### src/pllr_pkg.sv
// Package with types and constants for the palette lattice lookup block.
package pllr_pkg;
    localparam logic [1:0] CMD_MAP = 2'd0;
    localparam logic [1:0] CMD_CELL = 2'd1;
    localparam logic [1:0] CMD_PAL = 2'd2;
    localparam logic [1:0] CMD_NOP = 2'd3;

    localparam logic [2:0] REG_REFINE = 3'd0;
    localparam logic [2:0] REG_DIST2 = 3'd1;
    localparam logic [2:0] REG_CACHE = 3'd2;
    localparam logic [2:0] REG_WX = 3'd3;
    localparam logic [2:0] REG_WY = 3'd4;
    localparam logic [2:0] REG_WZ = 3'd5;

    localparam logic [31:0] HASH_GOLD = 32'h9e3779b9;
    localparam logic [31:0] HASH_SEED = 32'h811c9dc5;

    // Lattice edge length; the 18-bit cell address holds exactly GRID cubed cells.
    localparam int GRID = 64;
    // Number of palette entries that can be written.
    localparam int PAL_ENTRIES = 256;

    // Queue entry between the front and the back.
    typedef struct packed {
        logic [1:0]  cmd;
        logic [17:0] cell_addr;
        logic [7:0]  cell_color;
        logic        cell_edge;
        logic [25:0] cell_sqdist;
        logic [7:0]  color_slot;
        logic [15:0] sx;
        logic [15:0] sy;
        logic [15:0] sz;
    } t_item;

    // Register file contents handed to the back end.
    typedef struct packed {
        logic       refine_en;
        logic       dist2_en;
        logic       cache_en;
        logic [7:0] wx;
        logic [7:0] wy;
        logic [7:0] wz;
    } t_cfg;

    function automatic logic [31:0] mix32(input logic [31:0] acc, input logic [31:0] v);
        mix32 = acc ^ (v + HASH_GOLD + (acc << 6) + (acc >> 2));
    endfunction
endpackage

### src/pllr_front.sv
// Front end: input register file of items and a short queue toward the back end.
module pllr_front
    import pllr_pkg::*;
(
    input  logic  i_clk,
    input  logic  i_rst_n,
    input  logic  i_valid,
    output logic  o_ready,
    input  t_item i_item,
    output logic  o_valid,
    input  logic  i_ready,
    output t_item o_item
);
    // Four-entry queue; cmd 3 items are dropped here since they do nothing.
    t_item      r_mem [4];
    logic [2:0] r_wp, r_rp;
    logic [2:0] w_cnt;
    logic       w_push, w_pop;

    assign w_cnt   = r_wp - r_rp;
    assign o_ready = (w_cnt != 3'd4);
    assign w_push  = i_valid && o_ready && (i_item.cmd != CMD_NOP);
    assign o_valid = (w_cnt != 3'd0);
    assign w_pop   = o_valid && i_ready;
    assign o_item  = r_mem[r_rp[1:0]];

    always_ff @(posedge i_clk) begin
        if (!i_rst_n) begin
            r_wp <= '0;
            r_rp <= '0;
        end else begin
            if (w_push) r_wp <= r_wp + 3'd1;
            if (w_pop) r_rp <= r_rp + 3'd1;
        end
    end

    always_ff @(posedge i_clk) begin
        if (w_push) r_mem[r_wp[1:0]] <= i_item;
    end
endmodule

### config.mk
export PLATFORM = sky130hd
export DESIGN_NAME = pllr_front
export DESIGN_NICKNAME = d
export VERILOG_FILES = /design/src/pllr_pkg.sv /design/src/pllr_front.sv
export SDC_FILE = /design/constraint.sdc
export NUM_CORES = 1
export LEC_CHECK = 0
export BUFFER_PORTS_ARGS = -buffer_cell sky130_fd_sc_hd__buf_2
export CAP_MARGIN = 20
export CORE_ASPECT_RATIO = 0.5
export CORE_MARGIN = 1.5
export CORE_UTILIZATION = 40
export CTS_CLUSTER_SIZE = 24
export DETAILED_ROUTE_END_ITERATION = 8
export GPL_TIMING_DRIVEN = 0
export PLACE_DENSITY = 0.64
export SLEW_MARGIN = 10
export SYNTH_ARGS = -nofsm -noshare
export SYNTH_HDL_FRONTEND = slang
export SYNTH_SLANG_ARGS = --single-unit
### constraint.sdc
create_clock -name i_clk -period 4.1 [get_ports i_clk]
set_input_delay 0.205 -clock i_clk [delete_from_list [all_inputs] [get_ports i_clk]]
set_output_delay 0.205 -clock i_clk [all_outputs]
set_load 0.02 [all_outputs]
==> impl_metrics.toml <==
[place]
hpwlAfterDp_microns = 20800
portBuffers = 227
dp.cells = 1412
placed_area_sq_um = 18600
gp_congestion = 0.715
pre_cts_ws_ns = 1.19

[worst_setup_path]
start_kind = "flip-flop"
crit_required_ns = 4.31
criticalPathCategory = "reg2reg"
r2r-end = "r_mem[0][35]"
reg2reg_setup_slack_ns = 1.24
rr_startpoint = "r_wp[0]"
end_kind = "flip-flop"
critPathMaxFanout = 42
startpoint = "r_wp[0]"
worstPathArrival_ns = 3.07
r2r_cells = 8

[synth]
synth_area_per_cell_sq_um = 26.0
ys_seq_elements = 452
ys_warn_count = 0
ys_seq_area_share_pct = 81.9
synthCells = 633
synth_fp_nets = 755
ys_types = 20
netlist_area_sq_um = 16500

[die]
start_util_pct = 40.6
coreArea_sq_um = 40500
die_h_microns = 146
placementRows = 52
fp.dieW_microns = 290
dieArea_sq_um = 42500
num_io_pins = 228

[clock_network]
post-cts-setup-buffer-count = 0
cts.path.max_buffers = 3
cts_resized = 0
cts_buffers = 42
clkSlewWorstSetupHoldPaths_ns = 0.06
clock_latency_ns = 0.54
cts_root_buf = "clkbuf_16"
tritoncts = "done"
clock-sinks = 452
ctsHtreeMaxLevel = 2

[timing]
slew_headroom_pct = 54.6
fmax_mhz = 350
finalSetupViolCount = 0
rsz0062_at_grt = "no"
worst_slew_pin_slew_ns = 0.682
period_share_pct = 69.8
slew_violations = 0
fin_crit_ns = 2.86
finalWorstSetupSlack_ns = 1.24
skew_ns = 0.0123
setup-tns-final_ns = 0
hold_violations = 0

[detailed_routing]
wl_met1_microns = 12300
route.detailed.drc = 0
wl_microns = 32900
first_pass_iters = 4
drt-initial-drc-count = 533
wl_per_cell_microns = 20.7
wl_met3_microns = 1120
num_vias = 7870
routed_via_density = 4.94
top_layer = "met4"
antenna_left = 0
met2_length_microns = 18800

[power]
p_comb_share_pct = 24.4
vdd_drop_max_mv = 0.351
internal-power_mw = 8.74
p_sw_share_pct = 27.5
p_leak_nw = 7.05
p_per_area_nw_per_um2 = 575
clkPwrFrac_pct = 29.9
seqPwrFrac_pct = 45.7
p_sw_mw = 3.32

[cells_and_area]
finish.instance_area_sq_um = 21000
drive_gt1_share_pct = 40.1
diodes = 0
nFillCells = 3139
area_growth_pct = 27.3
final_nets = 1151
layoutNonFillerInstCount = 1593

[min_path]
hp-class = "in2reg"
whs_path_depth = 4
hold_start = "i_valid"
whs_endpoint = "r_wp[1]"

[global_route]
grt_max_degree = 46
grt_overflow = 0
grt_use_total_pct = 15.7
grt_pass1_vias = 8848
grt_pass1_wl_microns = 50700
antenna_found_initial = 0

[outcome]
status = "completed"

[run]
maxCapViolations = 0
kinds of logic after synthesis:
family | after synthesis | share of synthesized area, %
AOI/OAI and AO/OA | 4 | 0.395
xor gates and xnor gates | 2 | 0.152
adders and majority gates | 7 | 0.532
buffers and inverters | 28 | 0.737
DFF | 452 | 81.9
muxes | 118 | 15.6
and+or+nand+nor | 22 | 0.638
state kept, by name, summed over array words and instances (netlist names), named ones only:
| signal | flops |
|---|---|
| r_mem | 444 |
| r_wp | 3 |
| r_rp | 3 |
placed cells by master (no fill, tap or decap), drive strengths merged:
cell,count
o211ai,1
dlygate4sd3,113
nand2,12
clkinv,9
nand2b,3
edfxtp,444
and2,3
buf,261
nor2b,1
mux4,111
nand3,2
mux2i,7
bufinv,1
dfxtp,8
inv,3
clkbuf,61
o21a,1
a31oi,2
xnor2,2
or2,1
ha,7
area by class of cell:
class,count,area (sq um),share of cell area [%]
flip-flops and latches,452,13500,64.3
multi-input cells,153,2860,13.6
repair buffers,352,2570,12.3
clock buffers,58,1170,5.60
well taps,540,676,3.22
plain buffers,25,110,0.525
clock inverters,10,70.1,0.334
inverters,3,11.3,0.0537
worst max path at each step:
stage | endpoint | slack [ns] | cells past startpoint
6_report | r_mem[0][35] | 1.24 | 8
5_1_grt | r_mem[0][35] | 0.99 | 8
4_1_cts | r_mem[1][34] | 1.18 | 8
3_5_place_dp | r_mem[1][38] | 1.19 | 8
3_3_place_gp | r_mem[3][60] | -0.93 | 5
2_1_floorplan | r_mem[3][0] | 0.68 | 5
cell usage after synthesis:
master / number / area share [%]
o211ai_1: 1 / 0.046
nand2_1: 12 / 0.27
mux2i_1: 7 / 0.43
and2_1: 3 / 0.11
or2_2: 1 / 0.038
mux4_2: 111 / 15
inv_1: 3 / 0.068
buf_2: 13 / 0.40
xnor2_2: 1 / 0.099
nand3_1: 2 / 0.061
ha_1: 7 / 0.53
dfxtp_1: 8 / 0.97
nor2b_1: 1 / 0.038
xnor2_1: 1 / 0.053
buf_1: 9 / 0.21
o21a_4: 1 / 0.091
a31oi_4: 2 / 0.26
clkbuf_1: 3 / 0.068
edfxtp_1: 444 / 81
nand2b_1: 3 / 0.11
through the flow:
stage | power, mW | utilization [%] | hold WS, ns
after detailed placement | 8.54 | 45.9 | 0.422
after global placement | 8.47 | 45.1 | 0.414
after CTS | 12.3 | 51.7 | 0.0875
after global routing | 12.5 | 51.7 | 0.122
final | 12.1 | 51.7 | 0.114
after floorplan | 7.54 | - | 0.304
power by group through the flow:
| stage | combinational [mW] | sequential, mW | clock (mW) |
|---|---|---|---|
| floorplan | 1.94 | 5.60 | 0 |
| global placement | 2.84 | 5.63 | 0 |
| detailed placement | 2.93 | 5.61 | 0 |
| CTS | 3.03 | 5.52 | 3.70 |
| global route | 3.14 | 5.54 | 3.87 |
| finish | 2.94 | 5.51 | 3.60 |
critical path, cell delays in order, from the launching register on:
cell	delay [ns]
dfxtp_1	0.38
inv_1	0.11
ha_1	0.20
nor2b_1	0.15
xnor2_2	0.22
a31oi_4	0.30
and2_4	0.52
buf_16	0.30
buf_16	0.28
layer usage:
| layer | GRT usage, % | vias up |
|---|---|---|
| met5 | 0 | - |
| met4 | 4.37 | 0 |
| met3 | 2.85 | 54 |
| met2 | 30.1 | 113 |
| met1 | 18.1 | 4193 |
| li1 | - | 3510 |
timing repair:
action | 4_1_cts | 5_1_grt
hold buffers | 113 | 0
setup endpoints to repair | 0 | 0
hold endpoints to repair | 448 | 0
Note: power is estimated with default switching activity, not from simulation.
